--- config.mk ---
export PLATFORM = sky130hd
export DESIGN_NAME = poly_voice_allocator
export DESIGN_NICKNAME = d
export VERILOG_FILES = /design/src/hw/rtl/pva_pkg.sv /design/src/hw/rtl/pva_cell.sv /design/src/hw/rtl/pva_ctrl.sv /design/src/hw/rtl/poly_voice_allocator.sv
export SDC_FILE = /design/constraint.sdc
export NUM_CORES = 1
export LEC_CHECK = 0
export BUFFER_PORTS_ARGS = -buffer_cell sky130_fd_sc_hd__buf_2
export CAP_MARGIN = 20
export CORE_MARGIN = 10
export CORE_UTILIZATION = 55
export CTS_BUF_LIST = sky130_fd_sc_hd__clkbuf_4 sky130_fd_sc_hd__clkbuf_8
export CTS_CLUSTER_DIAMETER = 50
export DETAILED_ROUTE_END_ITERATION = 10
export PLACE_DENSITY = 0.77
export SLEW_MARGIN = 20
export SYNTH_ARGS = -nofsm -noshare
export SYNTH_HDL_FRONTEND = slang
export SYNTH_SLANG_ARGS = --single-unit
--- constraint.sdc ---
create_clock -name clk_i -period 2.2 [get_ports clk_i]
set_input_delay 0.11 -clock clk_i [delete_from_list [all_inputs] [get_ports clk_i]]
set_output_delay 0.11 -clock clk_i [all_outputs]
set_load 0.02 [all_outputs]
--- src/hw/rtl/pva_pkg.sv ---
package pva_pkg;

  // Number of voices held in the cell chain (2 to 16).
  localparam int unsigned NumVoices = 4;
  localparam int unsigned CntW      = $clog2(NumVoices);
  localparam int unsigned NoteW     = 7;
  localparam int unsigned IndexW    = 4;

  typedef struct packed {
    logic [NoteW-1:0] pitch;
    logic [NoteW-1:0] vel;
  } voice_t;

  typedef struct packed {
    logic             note_on;
    logic [NoteW-1:0] note_number;
    logic [NoteW-1:0] velocity;
  } pva_in_t;

  typedef struct packed {
    logic [IndexW-1:0] voice_index;
    logic [NoteW-1:0]  voice_note;
    logic [NoteW-1:0]  voice_level;
    logic              last_voice;
  } pva_out_t;

  typedef enum logic [1:0] {
    ST_IDLE,
    ST_SCAN,
    ST_REPORT
  } pva_state_e;

endpackage

--- src/hw/rtl/pva_cell.sv ---
module pva_cell (
  input  logic           clk_i,
  input  logic           rst_ni,
  input  logic           shift_i,
  input  pva_pkg::voice_t voice_i,
  output pva_pkg::voice_t voice_o
);
  import pva_pkg::*;

  voice_t voice_q;

  // Advance one place along the ring when enabled, hold otherwise.
  always_ff @(posedge clk_i or negedge rst_ni) begin
    if (!rst_ni) begin
      voice_q <= '0;
    end else if (shift_i) begin
      voice_q <= voice_i;
    end
  end

  assign voice_o = voice_q;

endmodule

--- src/hw/rtl/pva_ctrl.sv ---
module pva_ctrl (
  input  logic             clk_i,
  input  logic             rst_ni,
  input  logic             start,
  output logic             busy,
  input  pva_pkg::pva_in_t  event_i,
  input  pva_pkg::voice_t   head_i,
  output pva_pkg::voice_t   feed_o,
  output logic             shift_o,
  output pva_pkg::pva_out_t result_o,
  output logic             result_valid_o
);
  import pva_pkg::*;

  localparam logic [CntW-1:0] LastIdx = CntW'(NumVoices - 1);

  pva_state_e       state_q, state_d;
  logic [CntW-1:0]  cnt_q, cnt_d;
  pva_in_t          event_q;
  logic             free_found_q, free_found_d;
  logic [CntW-1:0]  free_idx_q, free_idx_d;
  logic [CntW-1:0]  best_idx_q, best_idx_d;
  logic [NoteW-1:0] best_pitch_q, best_pitch_d;
  pva_out_t         result_q, result_d;
  logic             result_valid_q, result_valid_d;

  logic             accept;
  logic             alloc;
  logic [CntW-1:0]  slot;
  voice_t           upd;

  assign accept = start && (state_q == ST_IDLE);
  assign alloc  = event_q.note_on && (event_q.velocity != '0);
  assign slot   = free_found_q ? free_idx_q : best_idx_q;

  // Apply the event to the voice at the head of the ring.
  always_comb begin
    upd = head_i;
    if (alloc) begin
      if (cnt_q == slot) begin
        upd.pitch = event_q.note_number;
        upd.vel   = event_q.velocity;
      end
    end else if (head_i.pitch == event_q.note_number) begin
      upd.vel = '0;
    end
  end

  always_comb begin
    state_d        = state_q;
    cnt_d          = cnt_q;
    free_found_d   = free_found_q;
    free_idx_d     = free_idx_q;
    best_idx_d     = best_idx_q;
    best_pitch_d   = best_pitch_q;
    result_d       = result_q;
    result_valid_d = 1'b0;
    shift_o        = 1'b0;
    feed_o         = head_i;
    unique case (state_q)
      ST_IDLE: begin
        cnt_d        = '0;
        free_found_d = 1'b0;
        if (accept) begin
          state_d = ST_SCAN;
        end
      end
      ST_SCAN: begin
        shift_o = 1'b1;
        if (!free_found_q && (head_i.vel == '0)) begin
          free_found_d = 1'b1;
          free_idx_d   = cnt_q;
        end
        if ((cnt_q == '0) || (head_i.pitch > best_pitch_q)) begin
          best_idx_d   = cnt_q;
          best_pitch_d = head_i.pitch;
        end
        if (cnt_q == LastIdx) begin
          cnt_d   = '0;
          state_d = ST_REPORT;
        end else begin
          cnt_d = cnt_q + CntW'(1);
        end
      end
      ST_REPORT: begin
        shift_o                = 1'b1;
        feed_o                 = upd;
        result_valid_d         = 1'b1;
        result_d.voice_index   = IndexW'(cnt_q);
        result_d.voice_note    = upd.pitch;
        result_d.voice_level   = upd.vel;
        result_d.last_voice    = (cnt_q == LastIdx);
        if (cnt_q == LastIdx) begin
          cnt_d   = '0;
          state_d = ST_IDLE;
        end else begin
          cnt_d = cnt_q + CntW'(1);
        end
      end
      default: begin
        state_d = ST_IDLE;
      end
    endcase
  end

  always_ff @(posedge clk_i or negedge rst_ni) begin
    if (!rst_ni) begin
      state_q        <= ST_IDLE;
      cnt_q          <= '0;
      free_found_q   <= 1'b0;
      result_valid_q <= 1'b0;
    end else begin
      state_q        <= state_d;
      cnt_q          <= cnt_d;
      free_found_q   <= free_found_d;
      result_valid_q <= result_valid_d;
    end
  end

  always_ff @(posedge clk_i) begin
    if (accept) begin
      event_q <= event_i;
    end
    free_idx_q   <= free_idx_d;
    best_idx_q   <= best_idx_d;
    best_pitch_q <= best_pitch_d;
    result_q     <= result_d;
  end

  assign busy           = (state_q != ST_IDLE);
  assign result_o       = result_q;
  assign result_valid_o = result_valid_q;

  a_word_from_report : assert property (@(posedge clk_i) disable iff (!rst_ni)
    result_valid_q |-> $past(state_q == ST_REPORT))
    else $error("result word without a report cycle");

  a_last_ends_run : assert property (@(posedge clk_i) disable iff (!rst_ni)
    (result_valid_q && result_q.last_voice) |-> (state_q == ST_IDLE))
    else $error("last voice reported but run not finished");

  a_scan_to_report : assert property (@(posedge clk_i) disable iff (!rst_ni)
    (state_q == ST_SCAN && cnt_q == LastIdx) |=> (state_q == ST_REPORT && cnt_q == '0))
    else $error("scan did not hand over to report at voice zero");

  a_accept_starts_scan : assert property (@(posedge clk_i) disable iff (!rst_ni)
    accept |=> (state_q == ST_SCAN && cnt_q == '0 && !free_found_q))
    else $error("accepted event did not start a fresh scan");

endmodule

--- src/hw/rtl/poly_voice_allocator.sv ---
// Polyphonic voice allocator. Raise start with a note event on event_i; the
// event is taken at a clock edge where start is high and busy is low. The
// voices sit in a ring of NumVoices cells that rotates one place per cycle
// while busy: a first lap scans the voices in index order for the lowest free
// voice and the highest held pitch, a second lap applies the event at the
// head of the ring and emits one report word per voice, voice 0 first, with
// last_voice set on the final one. Each word is on result_o for exactly one
// cycle, flagged by result_valid_o, and cannot be held off, so the receiver
// must take it then. One event occupies the block for two laps of the ring
// after acceptance, and busy stays high meanwhile, so a new event is taken
// only once the last is through. A note-on with nonzero velocity takes the
// lowest-indexed free voice or, if none is free, steals the highest pitch
// (lowest index on a tie). A note-off, or a note-on with zero velocity,
// zeroes the velocity of every voice holding that pitch.
module poly_voice_allocator (
  input  logic              clk_i,
  input  logic              rst_ni,
  input  logic              start,
  output logic              busy,
  input  pva_pkg::pva_in_t  event_i,
  output pva_pkg::pva_out_t result_o,
  output logic              result_valid_o
);
  import pva_pkg::*;

  // Cell NumVoices-1 is the head of the ring; cell 0 takes the write-back.
  voice_t ring   [NumVoices];
  voice_t feed;
  logic   shift;

  for (genvar k = 0; k < NumVoices; k++) begin : g_cell
    voice_t cell_in;
    if (k == 0) begin : g_first
      assign cell_in = feed;
    end else begin : g_next
      assign cell_in = ring[k-1];
    end
    pva_cell u_cell (
      .clk_i   (clk_i),
      .rst_ni  (rst_ni),
      .shift_i (shift),
      .voice_i (cell_in),
      .voice_o (ring[k])
    );
  end

  // Sequence the two laps, track the steal candidate and drive the words.
  pva_ctrl u_ctrl (
    .clk_i          (clk_i),
    .rst_ni         (rst_ni),
    .start          (start),
    .busy           (busy),
    .event_i        (event_i),
    .head_i         (ring[NumVoices-1]),
    .feed_o         (feed),
    .shift_o        (shift),
    .result_o       (result_o),
    .result_valid_o (result_valid_o)
  );

endmodule

==> qor.yml, run 1 <==
run_status:
  outcome: "finished clean"
floorplanning:
  rows: 32
  design.die.area_um2: 12000
  fp.coreArea_um2: 7770
  fp.dieW_um: 110
  initial_core_util_pct: 56.9
  die_height_um: 110
  pin_count: 39
finish:
  seq_area_um2: 2840
  final_area_um2: 5140
  diodes: 0
  multi_input_area_um2: 1430
  utilization_pct: 66.2
  final_layout_size_suffix_gt1_share_pct: 28.7
  area_delta_synth_final_pct: 16.3
  fillers: 576
  final_nets: 409
logic_synthesis:
  syn-cell-area_um2: 4420
  synthArstFlopShare_pct: 59.0
  ys_seq_elements: 105
  synth_flop_cell: "dfrtp_1"
  synth_seq_area_share_pct: 64.3
  synth_cell_types: 36
  syn_inst: 317
  synth.top_cell.area_share_pct: 35.1
  ys_top_cells_by_count: "dfrtp_1, edfxtp_1, mux2_2, o21ai_0, inv_1"
  synthMostInstantiatedCell: "dfrtp_1"
  synth.avg_cell_area_um2: 13.9
  netlist_top_cells_area: "dfrtp_1, edfxtp_1, mux2_2, o21ai_0, ha_1"
  synth_area_leader_cell: "dfrtp_1"
  synth_edf_count: 43
  ys_warn_count: 0
global_routing:
  antenna_found_initial: 0
  grt_overflow_total: 0
  grt_pass1_wl_um: 14200
  grt_use_total_pct: 15.5
  grt_max_degree: 63
  grt_pass1_vias: 2715
hold_path:
  holdPathStages: 3
  min_to: "u_ctrl.state_q[0]"
  min-delay-start: "start"
  hold_class: "in2reg"
cts:
  clock-sinks: 105
  root_buffer: "clkbuf_8"
  clk_pin_slew_ps: 100
  cts_tree: "yes"
  clockBufferDepth: 2
  clkLatencyLatePin_ps: 370
  cts_max_level: 3
  cts_made_buffers: 9
timing:
  max_freq_mhz: 469
  hold_viol: 0
  finClkSkew_ps: 6.66
  rsz0062_at_grt: "false"
  finalSetupViolCount: 0
  fin_crit_sh_pct: 96.9
  relSlewSlack_pct: 61.4
  worst_slew_pin_slew_ps: 573
  finalMaxSlewViolations: 0
  min_period_ps: 2130
  setup_slack_ps: 67.6
detailed_routing:
  drc: 0
  routedWlPerCell_um: 17.7
  antenna_left: 0
  first_pass_iters: 4
  drt-initial-drc-count: 143
  routed_via_density: 5.40
  vias: 2620
  totalWireLength_um: 8590
placed_design:
  dpl_cell_area_um2: 4780
  place.gp.congestion: 0.772
  place.detailed.hpwl_um: 5790
  io_buffer_count: 36
  place_ws_ps: -65.3
setup_path:
  slowest_stage: "or4_4"
  path_cells: "or4_4 > o41ai_4 > nor3_4 > buf_12 > mux2_4"
  crit_fanout: 15
  critical_path.top_delay_family: "simple AND/OR/NAND/NOR gates"
  reg2reg_depth: 5
  crit_start: "u_ctrl.event_q[2]"
  worst_ep_required_time_ps: 2330
  crit_path_start_kind: "register"
  max_stage_delay_ps: 560
  timing.rr.start: "u_ctrl.event_q[2]"
  worst_setup_path_end_kind: "register"
  cp.arrival_ps: 2260
  cp_num_buf_inv: 1
  rr_endpoint: "u_ctrl.result_o[10]"
  crit_type: "reg2reg"
  r2r_slack_ps: 70
job:
  cap_violations: 0
power_and_ir_drop:
  p_per_area_nw_per_um2: 1470
  leakagePower_nw: 2.10
  ir_drop_mv: 0.519
==> tightest hold or removal path, delay by kind of cell <==
kind,cells,cell delay (ps)
buf+inv,1,90
compound gates,2,160
==> metrics by stage <==
| step | total power [mW] | TNS, ps | hold WS (ps) | std cells |
|---|---|---|---|---|
| CTS | 7.59 | 0 | 35.2 | 485 |
| global placement | 6.26 | 0 | 143 | 452 |
| floorplan | 5.57 | 0 | -186 | 318 |
| finish | 7.58 | 0 | 39.9 | 485 |
| global route | 8.13 | 0 | 82.1 | 485 |
| detailed placement | 6.44 | -434 | 147 | 452 |
==> cell families (layout without fill, tap and decap cells) <==
logic type               count (synthesis)  in the layout  synth area share (%)
adder cells (fa/ha/maj)                 13             13                  3.68
XOR/XNOR                                 9              9                  1.78
other                                    1              2                0.0849
flip-flops                             105            105                  64.3
buffers and inverters                   36            101                  3.60
AO/OA/AOI/OAI                           54             54                  6.85
AND/OR/NAND/NOR                         43             43                  5.35
multiplexers                            56             56                  14.3
==> state kept, by name, summed over array words and instances, names as in the netlist <==
name,cells
g_cell.u_cell.voice_o,56
u_ctrl.free_idx_q,2
u_ctrl.best_idx_q,2
u_ctrl.best_pitch_q,7
u_ctrl.event_q,15
u_ctrl.state_q,2
u_ctrl.free_found_q,1
u_ctrl.result_o,17
u_ctrl.result_valid_o,1
u_ctrl.cnt_q,2
==> layout make-up <==
| class | count | area share [%] |
|---|---|---|
| Inverter | 21 | 1.53 |
| Clock buffer | 9 | 2.41 |
| Multi-Input combinational cell | 177 | 27.8 |
| Clock inverter | 7 | 1.12 |
| Timing Repair Buffer | 64 | 9.35 |
| Sequential cell | 105 | 55.3 |
| Tap cell | 102 | 2.48 |
==> placed cells by master, fill, tap and decap left out, types with 2 or more instances in the layout <==
cell,instances
xor2_1,7
nor2_1,14
clkbuf_8,9
inv_1,21
a21oi_1,13
edfxtp_1,43
a21o_1,3
clkinvlp_4,3
buf_2,36
nand2_1,12
nor3_1,2
dfrtp_1,62
o21ai_0,34
o21ai_1,2
buf_12,4
dlygate4sd3_1,16
xnor2_1,2
nor4_1,2
mux2i_1,16
buf_4,8
nand2b_1,2
mux2_4,6
ha_1,12
clkinv_4,4
mux2_2,34
conb_1,2
==> what timing repair did <==
| item | 4_1_cts | 5_1_grt |
|---|---|---|
| hold buffers | 16 | 0 |
| resized for setup | 0 | 0 |
| hold endpoints to repair | 77 | 0 |
| endpoints found under the setup margin | 16 | 0 |
| buffers inserted | 1 | 0 |
==> report_power, final <==
| group | switching, mW | internal, mW | total, mW |
|---|---|---|---|
| registers | 0.477 | 2.94 | 3.41 |
| logic | 1.59 | 1.49 | 3.07 |
| clock network | 0.669 | 0.418 | 1.09 |
==> metal layers <==
layer,vias to the layer above,track usage (%),part of all wire (%)
met2,61,25.0,51
li1,1232,-,-
met5,-,0,0
met3,9,2.75,4.5
met4,0,6.60,1.5
met1,1318,20.2,43
==> worst max-delay path by stage <==
stage / to / cells after the start
after detailed placement: u_ctrl.result_o[6] / 5
final: u_ctrl.result_o[10] / 5
after floorplan: u_ctrl.best_idx_q[0] / 6
after global routing: u_ctrl.result_o[1] / 6
after global placement: u_ctrl.result_o[5] / 5
after CTS: u_ctrl.result_o[9] / 5
Note: power is estimated with default switching activity, not from simulation.
==> inputs of run 2 (changes only) <==
CORE_ASPECT_RATIO = 0.75   (was default)
CORE_MARGIN = 1   (was 10)
==> run 2 against run 1 <==
First-iteration DRC count grew 11%. Hold slack better by 15 ps. Global-route usage up 6.0 points. Design area increased by 0.12%. Die area fell by 30%.
==> qor.yml, run 2 (synthesis gave the netlist of run 1 again) <==
global_routing:
  grt_pass1_vias: 2596  # -4.4%
  grt_pass1_wl_um: 13400  # -5.9%
  grt_overflow_total: 0  # unchanged
  grt_max_degree: 82  # +30%
  grt_use_total_pct: 21.5  # +6.0 points
  antenna_found_initial: 0  # unchanged
setup_path:
  crit_fanout: 8  # -7
  crit_end: "u_ctrl.result_o[13]"
  path_cells: "or4_4 > o41ai_4 > buf_6 > nor3_4 > mux2_4"
  crit_start: "u_ctrl.event_q[2]"
  worst_ep_required_time_ps: 2310  # -20 ps
  rr_endpoint: "u_ctrl.result_o[13]"
  slowest_stage: "or4_4"
  r2r_slack_ps: 70  # about the same
  timing.rr.start: "u_ctrl.event_q[2]"
  crit_type: "reg2reg"
  cp.arrival_ps: 2250  # about the same
  max_stage_delay_ps: 560  # about the same
  reg2reg_depth: 5  # unchanged
  worst_setup_path_end_kind: "register"
  crit_path_start_kind: "register"
timing:
  tns_ps: 0  # unchanged
  hold_viol: 0  # unchanged
  relSlewSlack_pct: 58.6  # -2.9 points
  finalMaxSlewViolations: 0  # unchanged
  min_period_ps: 2130  # +2.56 ps
  rsz0062_at_grt: "true"
  fin_crit_sh_pct: 97.0  # +0.12 points
  finClkSkew_ps: 7.23  # +0.565 ps
  finalSetupViolCount: 0  # unchanged
  max_freq_mhz: 468  # -0.12%
  worst_slew_pin_slew_ps: 617  # +43.9 ps
placed_design:
  place.gp.congestion: 0.797  # +3.3%
  place.detailed.hpwl_um: 5340  # -7.8%
  place_inst: 454  # +0.44%
  dpl_cell_area_um2: 4790  # +0.18%
  io_buffer_count: 36  # unchanged
finish:
  layout_common_cells: "dfrtp_1, edfxtp_1, buf_2, o21ai_0, mux2_2"
  final_nets: 413  # +0.98%
  layout_commonest_cell: "dfrtp_1"
  diodes: 0  # unchanged
  final_layout_size_suffix_gt1_share_pct: 29.5  # +0.74 points
  largest_reg_flops: 56  # unchanged
  stdcell_count: 488  # +0.62%
  final_area_um2: 5150  # +0.12%
  area_delta_synth_final_pct: 16.5
detailed_routing:
  vias: 2624  # +0.15%
  antenna_left: 0  # unchanged
  totalWireLength_um: 8180  # -4.7%
  drc: 0  # unchanged
  drt-initial-drc-count: 159  # +11%
  first_pass_iters: 5  # +1
  routed_via_density: 5.38  # -0.46%
  routedWlPerCell_um: 16.8  # -5.3%
cts:
  cts_tree: "yes"
  root_buffer: "clkbuf_8"
  clkLatencyLatePin_ps: 360  # about the same
  clk_pin_slew_ps: 90  # about the same
  cts_made_buffers: 9  # unchanged
  cts_max_level: 3  # unchanged
  clock-sinks: 105  # unchanged
  clockBufferDepth: 2  # unchanged
power_and_ir_drop:
  leakagePower_nw: 2.11  # +0.91%
  p_per_area_nw_per_um2: 1460  # -0.90%
  ir_drop_mv: 1.72  # +230%
hold_path:
  holdPathStages: 3  # unchanged
  hold_class: "in2reg"
floorplanning:
  initial_core_util_pct: 58.4  # +1.5 points
  die_height_um: 79.6  # -27%
  fp.dieW_um: 106  # -3.8%
  pin_count: 39  # unchanged
  design.die.area_um2: 8400  # -30%
  fp.coreArea_um2: 7570  # -2.6%
  rows: 27  # -16%
job:
  cap_violations: 0  # unchanged
run_status:
  outcome: "finished clean"
## run 2: cell count changes in the layout (fill, tap and decap cells not counted), sizes merged
cell,delta
nor3,+1
clkbuf,+1
buf,+3
clkinvlp,-2
inv,+1
## run 2: timing repair
action                     in CTS  in global routing
gates resized for setup         0                  3
hold buffers                   16                  0
gates cloned                    1                  0
hold endpoints to repair       39                  0
pin swaps                       2                  0
buffers inserted                1                  0
setup endpoints to repair      13                 15
## run 2: worst min path at each step
stage / slack (ps) / endpoint / start
6_report: 60 / u_ctrl.state_q[0] / start
5_1_grt: 50 / u_ctrl.state_q[0] / start
4_1_cts: 40 / u_ctrl.state_q[0] / start
3_5_place_dp: 150 / g_cell[1].u_cell.voice_o[5] / rst_ni
3_3_place_gp: 140 / g_cell[1].u_cell.voice_o[5] / rst_ni
2_1_floorplan: -190 / g_cell[0].u_cell.voice_o[0] / rst_ni
## run 2: final cells by class
type	instances	area, um^2
flip-flops and latches	105	2840
fillers	537	2420
multi-input cells	178	1450
repair buffers	67	482
clock buffers	10	138
well taps	101	126
inverters	21	78.8
clock inverters	6	32.5
## run 2: critical path, delay by kind of cell (launching register included)
kind | cells | cell delay (ps)
mux | 1 | 350
buf+inv | 1 | 170
flops | 1 | 400
simple gates | 2 | 660
compound gates | 1 | 310
## run 2: per-stage QoR
stage	hold slack (ps)	total power [mW]	util, %	worst slack (ps)
floorplan	-186	5.57	-	31.5
global placement	141	6.24	63.3	47.0
detailed placement	149	6.39	63.3	-33.2
CTS	44.5	7.51	67.9	32.3
global route	51.6	8.04	68.0	-21.0
finish	55.1	7.52	68.0	65.0
## run 2: per-layer routing
metal	global-route usage (%)	wire length, um	up-vias
met5	0	0	-
met4	5.97	82	0
met3	4.73	341	8
met2	33.4	3790	60
met1	30.8	3970	1308
li1	-	-	1248
## run 2: power breakdown
| part | switching (mW) | internal [mW] |
|---|---|---|
| registers | 0.428 | 2.94 |
| logic | 1.64 | 1.44 |
| clock network | 0.630 | 0.434 |
| total | 2.70 | 4.82 |
